==> config.mk <==
export PLATFORM = sky130hd
export DESIGN_NAME = json_string_unescape
export DESIGN_NICKNAME = d
export VERILOG_FILES = /design/src/rtl/jsu_pkg.sv /design/src/rtl/json_string_unescape.sv /design/src/rtl/jsu_decode.sv
export SDC_FILE = /design/constraint.sdc
export NUM_CORES = 1
export LEC_CHECK = 0
export BUFFER_PORTS_ARGS = -buffer_cell sky130_fd_sc_hd__buf_4
export CAP_MARGIN = 20
export CORE_MARGIN = 2
export CORE_UTILIZATION = 48
export CTS_BUF_LIST = sky130_fd_sc_hd__clkbuf_8
export DETAILED_ROUTE_END_ITERATION = 6
export HOLD_SLACK_MARGIN = 0.08
export PLACE_DENSITY = 0.66
export SYNTH_ARGS = -nofsm -noshare
export SYNTH_HDL_FRONTEND = slang
export SYNTH_SLANG_ARGS = --single-unit
==> constraint.sdc <==
create_clock -name clk -period 8.55 [get_ports clk]
set_input_delay 1.71 -clock clk [delete_from_list [all_inputs] [get_ports clk]]
set_output_delay 1.71 -clock clk [all_outputs]
set_load 0.03 [all_outputs]
==> src/rtl/jsu_pkg.sv <==
`default_nettype none
package jsu_pkg;

  // result kinds, carried on tuser
  typedef enum logic [1:0] {
    KIND_DATA = 2'd0,
    KIND_END  = 2'd1,
    KIND_ERR  = 2'd2
  } kind_t;

  // parser phase
  typedef enum logic [1:0] {
    PH_WAIT = 2'd0,
    PH_BODY = 2'd1,
    PH_ESC  = 2'd2,
    PH_HEX  = 2'd3
  } phase_t;

  // character codes
  localparam logic [7:0] CH_QUOTE = 8'h22;
  localparam logic [7:0] CH_BSL   = 8'h5C;
  localparam logic [7:0] CH_SLASH = 8'h2F;
  localparam logic [7:0] CH_U     = 8'h75;
  localparam logic [7:0] CH_T     = 8'h74;
  localparam logic [7:0] CH_N     = 8'h6E;
  localparam logic [7:0] CH_R     = 8'h72;
  localparam logic [7:0] CH_B     = 8'h62;
  localparam logic [7:0] CH_F     = 8'h66;

  localparam int MaxRes = 3;
  localparam int HexDigits = 4;

  // one result item
  typedef struct packed {
    kind_t      kind;
    logic [7:0] data;
  } res_t;

  // results of one decoded byte
  typedef struct packed {
    logic [1:0]            cnt;
    res_t [MaxRes-1:0]     res;
  } dec_t;

endpackage
`default_nettype wire

==> src/rtl/json_string_unescape.sv <==
`default_nettype none
// JSON string unescaper with UTF-8 output. Feed the raw bytes of one quoted
// string, opening quote first; out_tuser tells a decoded byte (0), a clean
// close (1) or a syntax error (2), and out_tlast marks the final result of an
// input byte. Escapes \t \n \r \\ \" \/ \b \f and \uXXXX are decoded; code
// points go out as one to three UTF-8 bytes, surrogates are not paired. After
// an error the block waits for a new opening quote. Rate: one input byte per
// cycle while out_tready holds; the single result register sends one result
// per cycle, so a \u escape that yields two or three bytes holds the input
// until its last result is taken. A byte passes the input register, then the
// result group register. in_tready is registered, from a one-entry skid stage.
module json_string_unescape (
  input  wire logic       clk,
  input  wire logic       rst_n,
  input  wire logic       in_tvalid,
  output logic            in_tready,
  input  wire logic [7:0] in_tdata,   // [7:0] in_byte
  output logic            out_tvalid,
  input  wire logic       out_tready,
  output logic [7:0]      out_tdata,  // [7:0] out_data
  output logic [1:0]      out_tuser,  // [1:0] kind
  output logic            out_tlast
);

  logic [7:0] byte_r, skid_r;
  logic       vld_r, skid_vld_r;
  logic       in_acc, out_acc, consume, grp_free, grp_done;

  jsu_pkg::dec_t              dec;
  jsu_pkg::res_t [jsu_pkg::MaxRes-1:0] grp_r;
  logic [1:0]                 cnt_r, idx_r;
  logic                       grp_vld_r;

  assign in_tready = !skid_vld_r;
  assign in_acc    = in_tvalid && in_tready;
  assign out_acc   = out_tvalid && out_tready;
  assign grp_done  = (idx_r == cnt_r - 2'd1);
  assign grp_free  = !grp_vld_r || (out_tready && grp_done);
  assign consume   = vld_r && grp_free;

  // input register with skid stage
  always_ff @(posedge clk) begin
    if (!rst_n) begin
      vld_r      <= 1'b0;
      skid_vld_r <= 1'b0;
    end else if (consume || !vld_r) begin
      if (skid_vld_r) begin
        vld_r      <= 1'b1;
        skid_vld_r <= 1'b0;
      end else begin
        vld_r <= in_acc;
      end
    end else if (in_acc) begin
      skid_vld_r <= 1'b1;
    end
  end

  always_ff @(posedge clk) begin
    if (consume || !vld_r) begin
      byte_r <= skid_vld_r ? skid_r : in_tdata;
    end
    if (in_acc && vld_r && !consume) begin
      skid_r <= in_tdata;
    end
  end

  jsu_decode u_decode (
    .clk     (clk),
    .rst_n   (rst_n),
    .step    (consume),
    .in_byte (byte_r),
    .dec     (dec)
  );

  // result group register, drained one result per transaction
  always_ff @(posedge clk) begin
    if (!rst_n) begin
      grp_vld_r <= 1'b0;
      idx_r     <= 2'd0;
      cnt_r     <= 2'd0;
    end else if (consume && dec.cnt != 2'd0) begin
      grp_vld_r <= 1'b1;
      idx_r     <= 2'd0;
      cnt_r     <= dec.cnt;
    end else if (out_acc) begin
      if (grp_done) begin
        grp_vld_r <= 1'b0;
      end else begin
        idx_r <= idx_r + 2'd1;
      end
    end
  end

  always_ff @(posedge clk) begin
    if (consume && dec.cnt != 2'd0) begin
      grp_r <= dec.res;
    end
  end

  assign out_tvalid = grp_vld_r;
  assign out_tdata  = grp_r[idx_r].data;
  assign out_tuser  = grp_r[idx_r].kind;
  assign out_tlast  = grp_done;

  // skid holds data only behind a full input register
  a_skid_order: assert property (@(posedge clk) disable iff (!rst_n)
    skid_vld_r |-> vld_r)
    else $error("skid full with empty input register");

  // a shown result is inside its group
  a_idx_range: assert property (@(posedge clk) disable iff (!rst_n)
    out_tvalid |-> (cnt_r != 2'd0 && idx_r < cnt_r))
    else $error("result index outside group");

  // a byte with results puts a group on the output next cycle
  a_grp_load: assert property (@(posedge clk) disable iff (!rst_n)
    (consume && dec.cnt != 2'd0) |=> (out_tvalid && idx_r == 2'd0))
    else $error("result group not loaded");

endmodule
`default_nettype wire

==> src/rtl/jsu_decode.sv <==
`default_nettype none
// Parser state and byte decode: one byte per step, up to three results out.
module jsu_decode (
  input  wire logic         clk,
  input  wire logic         rst_n,
  input  wire logic         step,
  input  wire logic [7:0]   in_byte,
  output jsu_pkg::dec_t     dec
);

  jsu_pkg::phase_t phase_r, phase_nxt;
  logic [2:0]      hex_count_r, hex_count_nxt;
  logic [15:0]     code_r, code_nxt;

  logic            is_hex;
  logic [3:0]      hex_v;
  logic [15:0]     cp;

  // hex digit value
  always_comb begin
    is_hex = 1'b1;
    hex_v  = 4'd0;
    if (in_byte inside {[8'h30:8'h39]}) begin
      hex_v = 4'(in_byte - 8'h30);
    end else if (in_byte inside {[8'h61:8'h66]}) begin
      hex_v = 4'(in_byte - 8'h57);
    end else if (in_byte inside {[8'h41:8'h46]}) begin
      hex_v = 4'(in_byte - 8'h37);
    end else begin
      is_hex = 1'b0;
    end
  end

  assign cp = {code_r[11:0], hex_v};

  // next state and results
  always_comb begin
    phase_nxt     = phase_r;
    hex_count_nxt = hex_count_r;
    code_nxt      = code_r;
    dec           = '0;
    dec.res[0].kind = jsu_pkg::KIND_DATA;
    dec.res[1].kind = jsu_pkg::KIND_DATA;
    dec.res[2].kind = jsu_pkg::KIND_DATA;
    case (phase_r)
      jsu_pkg::PH_WAIT: begin
        if (in_byte == jsu_pkg::CH_QUOTE) begin
          phase_nxt = jsu_pkg::PH_BODY;
        end else begin
          dec.cnt         = 2'd1;
          dec.res[0].kind = jsu_pkg::KIND_ERR;
        end
      end
      jsu_pkg::PH_BODY: begin
        if (in_byte == jsu_pkg::CH_QUOTE) begin
          dec.cnt         = 2'd1;
          dec.res[0].kind = jsu_pkg::KIND_END;
          phase_nxt       = jsu_pkg::PH_WAIT;
        end else if (in_byte == jsu_pkg::CH_BSL) begin
          phase_nxt = jsu_pkg::PH_ESC;
        end else begin
          dec.cnt         = 2'd1;
          dec.res[0].data = in_byte;
        end
      end
      jsu_pkg::PH_ESC: begin
        dec.cnt   = 2'd1;
        phase_nxt = jsu_pkg::PH_BODY;
        case (in_byte)
          jsu_pkg::CH_T:     dec.res[0].data = 8'h09;
          jsu_pkg::CH_N:     dec.res[0].data = 8'h0A;
          jsu_pkg::CH_R:     dec.res[0].data = 8'h0D;
          jsu_pkg::CH_B:     dec.res[0].data = 8'h08;
          jsu_pkg::CH_F:     dec.res[0].data = 8'h0C;
          jsu_pkg::CH_BSL:   dec.res[0].data = jsu_pkg::CH_BSL;
          jsu_pkg::CH_QUOTE: dec.res[0].data = jsu_pkg::CH_QUOTE;
          jsu_pkg::CH_SLASH: dec.res[0].data = jsu_pkg::CH_SLASH;
          jsu_pkg::CH_U: begin
            dec.cnt       = 2'd0;
            phase_nxt     = jsu_pkg::PH_HEX;
            hex_count_nxt = 3'd0;
            code_nxt      = 16'd0;
          end
          default: begin
            dec.res[0].kind = jsu_pkg::KIND_ERR;
            phase_nxt       = jsu_pkg::PH_WAIT;
          end
        endcase
      end
      default: begin
        if (is_hex && hex_count_r < 3'(jsu_pkg::HexDigits)) begin
          code_nxt      = cp;
          hex_count_nxt = hex_count_r + 3'd1;
          // fourth digit: emit the code point as UTF-8
          if (hex_count_r == 3'(jsu_pkg::HexDigits - 1)) begin
            phase_nxt = jsu_pkg::PH_BODY;
            if (cp <= 16'h007F) begin
              dec.cnt         = 2'd1;
              dec.res[0].data = cp[7:0];
            end else if (cp <= 16'h07FF) begin
              dec.cnt         = 2'd2;
              dec.res[0].data = {3'b110, cp[10:6]};
              dec.res[1].data = {2'b10, cp[5:0]};
            end else begin
              dec.cnt         = 2'd3;
              dec.res[0].data = {4'b1110, cp[15:12]};
              dec.res[1].data = {2'b10, cp[11:6]};
              dec.res[2].data = {2'b10, cp[5:0]};
            end
          end
        end else begin
          dec.cnt         = 2'd1;
          dec.res[0].kind = jsu_pkg::KIND_ERR;
          phase_nxt       = jsu_pkg::PH_WAIT;
        end
      end
    endcase
  end

  // state registers
  always_ff @(posedge clk) begin
    if (!rst_n) begin
      phase_r     <= jsu_pkg::PH_WAIT;
      hex_count_r <= 3'd0;
      code_r      <= 16'd0;
    end else if (step) begin
      phase_r     <= phase_nxt;
      hex_count_r <= hex_count_nxt;
      code_r      <= code_nxt;
    end
  end

  // the digit count never passes four
  a_hex_count_range: assert property (@(posedge clk) disable iff (!rst_n)
    hex_count_r <= 3'(jsu_pkg::HexDigits))
    else $error("hex digit count out of range");

  // after a u escape the collection starts empty
  a_hex_start: assert property (@(posedge clk) disable iff (!rst_n)
    (step && phase_r == jsu_pkg::PH_ESC && in_byte == jsu_pkg::CH_U)
      |=> (phase_r == jsu_pkg::PH_HEX && hex_count_r == 3'd0 && code_r == 16'd0))
    else $error("hex collection not cleared");

endmodule
`default_nettype wire
==> results of run 1 <==
synth_stat cells, types with 3 or more instances:
master and count:
nor2_1 28, and2_1 6, nand2_1 53, buf_2 4, xnor2_1 3, and3_1 5, a31oi_1 5, o21ai_0 16
nand2b_1 3, nor3_1 9, clkbuf_1 11, dfxtp_1 24, inv_1 11, mux2_2 8, a32oi_1 3, ha_1 6
a211oi_1 5, or3_1 5, a21oi_1 32, mux2i_1 8, nand3_1 16, edfxtp_1 40, nor4b_1 3, nand4_1 4
nor3b_1 4, nor2b_1 7
registers in the layout (all words and copies together) (netlist names):
register and flops:
idx_r 2, byte_r 8, vld_r 1, u_decode.phase_r 2, u_decode.hex_count_r 3, u_decode.code_r 12
skid_r 8, skid_vld_r 1, cnt_r 2, grp_r 24, out_tvalid 1
area by class of cell:
| type | count | area share |
|---|---|---|
| Clock buffer | 9 | 0.0314 |
| Clock inverter | 7 | 0.0298 |
| Inverter | 11 | 0.0105 |
| Multi-Input combinational cell | 269 | 0.424 |
| Sequential cell | 64 | 0.426 |
| Tap cell | 99 | 0.0314 |
| Timing Repair Buffer | 25 | 0.0469 |
worst max-delay path by stage:
| stage | startpoint | endpoint | cells after the start |
|---|---|---|---|
| final | byte_r[0]$_DFFE_PP_ | grp_r[8]$_DFFE_PP_ | 8 |
| after global routing | byte_r[0]$_DFFE_PP_ | grp_r[9]$_DFFE_PP_ | 8 |
| after CTS | byte_r[0]$_DFFE_PP_ | grp_r[8]$_DFFE_PP_ | 8 |
| after detailed placement | out_tready | skid_r[6]$_DFFE_PP_ | 4 |
| after global placement | out_tready | skid_r[2]$_DFFE_PP_ | 4 |
| after floorplan | out_tready | grp_r[0]$_DFFE_PP_ | 3 |
worst register-to-register path, stage by stage, from the launching register on:
cell	delay, ns
edfxtp_1	0.49
inv_1	0.15
ha_1	0.29
nor3b_1	0.17
nor2_1	0.35
a21oi_4	0.15
or4_4	0.62
or2_4	0.27
nand2_1	0.68
power by group through the flow:
stage | logic [uW] | registers [uW] | clock network (uW)
after CTS | 57.7 | 350 | 316
after detailed placement | 57.3 | 357 | 0
after floorplan | 43.6 | 351 | 0
after global routing | 63.5 | 352 | 326
final | 57.4 | 350 | 309
after global placement | 56.9 | 357 | 0
layout by cell type (no fill, tap or decap), types with 9 or more instances in the layout:
| master | count |
|---|---|
| nand2_1 | 53 |
| edfxtp_1 | 40 |
| a21oi_1 | 32 |
| nor2_1 | 28 |
| dfxtp_1 | 24 |
| buf_4 | 24 |
| o21ai_0 | 16 |
| nand3_1 | 16 |
| inv_1 | 11 |
| nor3_1 | 9 |
| clkbuf_8 | 9 |
through the flow:
stage               utilization  hold slack (ns)
floorplan                     -            0.436
global placement          0.518            0.448
detailed placement        0.518            0.457
CTS                       0.552            0.467
global route              0.553            0.498
finish                    0.553            0.465
layer usage:
layer / up-vias / part of all wire / track usage
met2: 78 / 0.47 / 0.334
li1: 1379 / - / -
met5: - / 0 / 0
met1: 1258 / 0.45 / 0.270
met3: 15 / 0.054 / 0.0416
met4: 0 / 0.019 / 0.0868
cells by family (layout without fill, tap and decap cells):
family,count (synthesis),count (layout),share of synthesized area
xor+xnor,4,4,0.0101
buf+inv,29,52,0.0370
mux,16,16,0.0489
compound gates,84,84,0.159
simple gates,159,159,0.241
fa+ha+maj,6,6,0.0216
flops,64,64,0.483
==> qor.csv, run 1 <==
metric,value,unit
outcome,completed,
antenna_found_initial,0,
max-slew-margin-rel,0.383,
powerDensity,182,nW/um^2
layout_min_cycle_time,3.56,ns
overflow,0,
cpPeakStageDelay,0.68,ns
power.switching,162,uW
setup-tns-final,0,ns
drc,0,
rows,31,
avgSynthCellArea,9.62,um^2
post_cts_resized,0,
cp-end-kind,register,
rsz0062_at_grt,no,
cp_top_family,simple AND/OR/NAND/NOR gates,
grtUsageTotal,0.206,
synth_nets,380,
cts_sinks,64,
grt_max_degree,25,
die_w,89.2,um
clock_path_buffers,2,
dr_total_vias,2730,
cts_setup_buffers,0,
cts_hold_buffers,0,
irDropWorstVdd,0.134,mV
synth_area,3480,um^2
r2r_start,byte_r[0]$_DFFE_PP_,
ant_nets,0,
holdPathStages,2,
path_cells,inv_1 -> ha_1 -> nor3b_1 -> nor2_1 -> a21oi_4 -> or4_4 -> or2_4 -> nand2_1,
dp_cells,467,
drive_gt1_frac,0.161,
io_buffers,24,
power,717,uW
area_growth,13.3,%
pwr-share-comb,0.080,
tightest_slew,0.923,ns
crit_type,register to register,
design_area,3950,um^2
syn_inst,362,
r2r_cells,8,
cts_htree_levels,3,
cts_tree,built,
fill_cells,673,
place_area,3700,um^2
cp.required,8.51,ns
die-height,89.2,um
reg2reg_to,grp_r[8]$_DFFE_PP_,
multi_input_area,1670,um^2
synth.largest_area_cell,edfxtp_1,
core_area,7140,um^2
drt_iter0_drc,202,
fmax,0.281,GHz
yosys_warnings,0,
drt-vias-per-instance,5.64,
insertion_delay,0.34,ns
start_util,0.488,
drv_slew,0,
place_hpwl,5530,um
nets,398,
hp-class,register to register,
cap_violations,0,
final.setup.worst_slack,4.99,ns
r2r_setup_slack,4.99,ns
ys_seq_area_frac,0.483,
critPathSlowestCell,nand2_1,
arrival,3.52,ns
worst_setup_path_start_kind,register,
final_cells,484,
fin_skew,0.00720,ns
hold_path_end,u_decode.hex_count_r[1]$_SDFFE_PN0P_,
setup_viol,0,
firstDrtPassIters,4,
cts.clk_slew.worst_paths,0.07,ns
seqCellArea,1680,um^2
ys_ff_latch,64,
grt_first_pass_wirelength,12400,um
min_period_over_period,0.416,
wl_per_cell,15.7,um
p_leak,0.00140,uW
wirelength,7600,um
dieArea,7950,um^2
hp-start,u_decode.hex_count_r[1]$_SDFFE_PN0P_,
grt_pass1_vias,2635,
clkPwrFrac,0.431,
synthArstFlopShare,0,
path_buf_inv,1,
antenna_cells,0,
synth.area.top_cells,"edfxtp_1 34%, dfxtp_1 14%, nand2_1 5.7%, a21oi_1 4.6%, nor2_1 3.0%",
p_seq_frac,0.489,
intPower,555,uW
cts_root_buf,clkbuf_8,
yosysUniqueCellTypes,58,
place_ws,4.67,ns
synth-main-ff-cell,edfxtp_1,
numCtsBuffers,9,
ios,25,
synth_edf_count,40,
path_max_fanout,24,
hold_viol,0,
swShare,0.226,
gp_congestion,0.917,
synth_top_area_share,0.345,
Power figures use the tool's default switching activity.
==> run 2, diff against run 1 <==
--- a/config.mk
+++ b/config.mk
@@ -5,6 +5,7 @@
 export SDC_FILE = /design/constraint.sdc
 export NUM_CORES = 1
 export LEC_CHECK = 0
+export ABC_AREA = 1
 export BUFFER_PORTS_ARGS = -buffer_cell sky130_fd_sc_hd__buf_4
 export CAP_MARGIN = 20
 export CORE_MARGIN = 2
==> constraint.sdc (replaced) <==
create_clock -name clk -period 3.35 [get_ports clk]
set_input_delay 0.67 -clock clk [delete_from_list [all_inputs] [get_ports clk]]
set_output_delay 0.67 -clock clk [all_outputs]
set_load 0.03 [all_outputs]
==> run 2 against run 1 <==
  * Fmax increased by 50%
  * Synthesized cell count increased by 23%
  * Core utilization increased by 0.59 points
  * Combinational power increased to 4.3 times the previous value
  * First-iteration DRC count increased by 61%
  * Clock power increased by 110%
  * Power increased to 2.5 times the previous value
  * Die area increased by 4.1%
  * Design area increased by 3.3%
==> qor.csv, run 2 <==
metric,value,unit,change
use_met2,0.321,,was 0.334
path_max_fanout,19,,was 24
ios,25,,unchanged
place_area,3870,um^2,was 3700 um^2
top_regs,"grp_r x24, u_decode.code_r x12",,unchanged
grt_first_pass_wirelength,13500,um,was 12400 um
outcome,completed,,unchanged
io_buffers,24,,unchanged
area_growth,12.2,%,was 13.3%
cts_setup_buffers,0,,unchanged
firstDrtPassIters,5,,was 4
wl_per_cell,14.1,um,was 15.7 um
yosys_warnings,0,,unchanged
antenna_cells,0,,unchanged
final_common_cell,nand2_1,,unchanged
yosysUniqueCellTypes,38,,was 58
rsz0062_at_grt,no,,unchanged
hp-class,register to register,,unchanged
insertion_delay,0.33,ns,was 0.34 ns
largest_reg_flops,24,,unchanged
drive_gt1_frac,0.170,,was 0.161
final_cell_mix,"119 x nand2_1, 63 x nor2_1, 40 x edfxtp_1",,"was 53 x nand2_1, 40 x edfxtp_1, 32 x a21oi_1"
crit_type,register to register,,unchanged
wirelength,8090,um,was 7600 um
tightest_slew,0.631,ns,was 0.923 ns
rows,31,,unchanged
cts_hold_buffers,0,,unchanged
synth-main-ff-cell,edfxtp_1,,unchanged
fmax,0.421,GHz,was 0.281 GHz
synth_nets,462,,was 380
synth_top_area_share,0.331,,was 0.345
synthArstFlopShare,0,,unchanged
synth.largest_area_cell,edfxtp_1,,unchanged
ys_ff_latch,64,,unchanged
syn_inst,444,,was 362
use_met3,0.0365,,was 0.0416
synth.area.top_cells,"edfxtp_1 33%, dfxtp_1 13%, nand2_1 12%, nor2_1 6.5%, nand3_1 4.5%",,"was edfxtp_1 34%, dfxtp_1 14%, nand2_1 5.7%, a21oi_1 4.6%, nor2_1 3.0%"
cpPeakStageDelay,0.59,ns,was 0.68 ns
place_hpwl,6080,um,was 5530 um
use_met1,0.285,,was 0.270
setup-tns-final,0,ns,unchanged
critPathSlowestCell,nor2_1,,was nand2_1
hold_viol,0,,unchanged
cts.clk_slew.worst_paths,0.07,ns,about the same
ys_seq_area_frac,0.463,,was 0.483
setup_viol,0,,unchanged
max-slew-margin-rel,0.578,,was 0.383
drt_iter0_drc,326,,was 202
overflow,0,,unchanged
grt_max_degree,25,,unchanged
powerDensity,447,nW/um^2,was 182 nW/um^2
top_register,grp_r,,unchanged
worst_setup_path_start_kind,register,,unchanged
antenna_found_initial,0,,unchanged
cts_sinks,64,,unchanged
synth_edf_count,40,,unchanged
grt_pass1_vias,2758,,was 2635
layout_min_cycle_time,2.38,ns,was 3.56 ns
gp_congestion,0.906,,was 0.917
core_area,7290,um^2,was 7140 um^2
design_area,4080,um^2,was 3950 um^2
crit_path_frequent_cell,nand2_1,,
drt-vias-per-instance,5.26,,was 5.64
p_leak,0.00171,uW,was 0.00140 uW
drc,0,,unchanged
die_w,91.0,um,was 89.2 um
cts_htree_levels,3,,unchanged
synthTopCellsByCount,"119 x nand2_1, 63 x nor2_1, 40 x edfxtp_1, 36 x inv_1, 33 x nand3_1",,"was 53 x nand2_1, 40 x edfxtp_1, 32 x a21oi_1, 28 x nor2_1, 24 x dfxtp_1"
min_period_over_period,0.709,,was 0.416
post_cts_resized,0,,unchanged
synth_most_common_cell,nand2_1,,unchanged
cts_tree,built,,unchanged
path_cells,inv_2 -> nor2_1 -> nand2_1 -> nand3_2 -> nand2_1 -> nand2_1 -> nor2_1,,was inv_1 -> ha_1 -> nor3b_1 -> nor2_1 -> a21oi_4 -> or4_4 -> or2_4 -> nand2_1
grt_most_used_layer,met2,,unchanged
nets,489,,was 398
cts_root_buf,clkbuf_8,,unchanged
fin_skew,0.0107,ns,was 0.00720 ns
dr_total_vias,3024,,was 2730
dieArea,8280,um^2,was 7950 um^2
cap_violations,0,,unchanged
numCtsBuffers,9,,unchanged
ant_nets,0,,unchanged
synth_area,3630,um^2,was 3480 um^2
cp.required,3.32,ns,was 8.51 ns
start_util,0.498,,was 0.488
avgSynthCellArea,8.18,um^2,was 9.62 um^2
arrival,2.35,ns,was 3.52 ns
die-height,91.0,um,was 89.2 um
grtUsageTotal,0.206,,about the same
clock_path_buffers,2,,unchanged
irDropWorstVdd,0.270,mV,was 0.134 mV
cp-end-kind,register,,unchanged
drv_slew,0,,unchanged
run 2: cell types whose count changed after synthesis, moves of 8 or more:
cell	before	now
nand3_1	16	33
nor3_1	9	1
inv_2	0	8
nand2_1	53	119
mux2_2	8	0
nor2_1	28	63
inv_1	11	36
mux2i_1	8	0
run 2: worst paths after layout:
kind | cells after the start | slack [ns] | start | endpoint
max reg2reg | 7 | 0.97 | idx_r[0]$_SDFFE_PP0P_ | skid_r[2]$_DFFE_PP_
min reg2reg | 2 | 0.47 | u_decode.hex_count_r[2]$_SDFFE_PN0P_ | u_decode.hex_count_r[2]$_SDFFE_PN0P_
min | 2 | 0.47 | u_decode.hex_count_r[2]$_SDFFE_PN0P_ | u_decode.hex_count_r[2]$_SDFFE_PN0P_
max | 7 | 0.97 | idx_r[0]$_SDFFE_PP0P_ | skid_r[2]$_DFFE_PP_
run 2: area by class of cell:
cell class | instances | area (um^2)
fill | 710 | 3220
multi-input combinational | 323 | 1690
sequential | 64 | 1680
timing repair buffer | 28 | 210
inverter | 45 | 169
clock buffer | 11 | 151
tap | 99 | 124
clock inverter | 5 | 48.8
run 2: power by group:
group | switching (uW) | internal [uW] | total (uW)
Clock | 282 | 378 | 661
Sequential | 31.0 | 882 | 913
Combinational | 168 | 79.5 | 247
run 2: cell families (layout without fill, tap and decap cells):
family | after synthesis | in the layout | share of synthesized area
AOI/OAI and AO/OA | 64 | 64 | 0.109
xor gates and xnor gates | 4 | 4 | 0.00965
adders and majority gates | 6 | 6 | 0.0207
buffers and inverters | 57 | 89 | 0.0717
DFF | 64 | 64 | 0.463
and+or+nand+nor | 249 | 249 | 0.326
run 2: worst max-delay path, delay by kind of cell, from the launching register on:
family        cells  cell delay (ns)
buf+inv           1             0.28
flops             1             0.42
simple gates      6             1.30
run 2: layer usage:
metal / vias up / share of wire
li1: 1522 / -
met3: 20 / 0.058
met4: 0 / 0.025
met5: - / 0
met2: 120 / 0.46
met1: 1362 / 0.45
run 2: metrics by stage:
step	instances	utilization	hold WS (ns)	power (uW)	worst slack, ns
3_5_place_dp	559	0.531	0.461	1180	0.950
5_1_grt	575	0.559	0.495	1900	0.728
4_1_cts	575	0.559	0.471	1830	0.940
3_3_place_gp	559	0.531	0.459	1180	1.03
2_1_floorplan	444	-	0.447	1090	1.08
6_report	575	0.559	0.472	1820	0.974
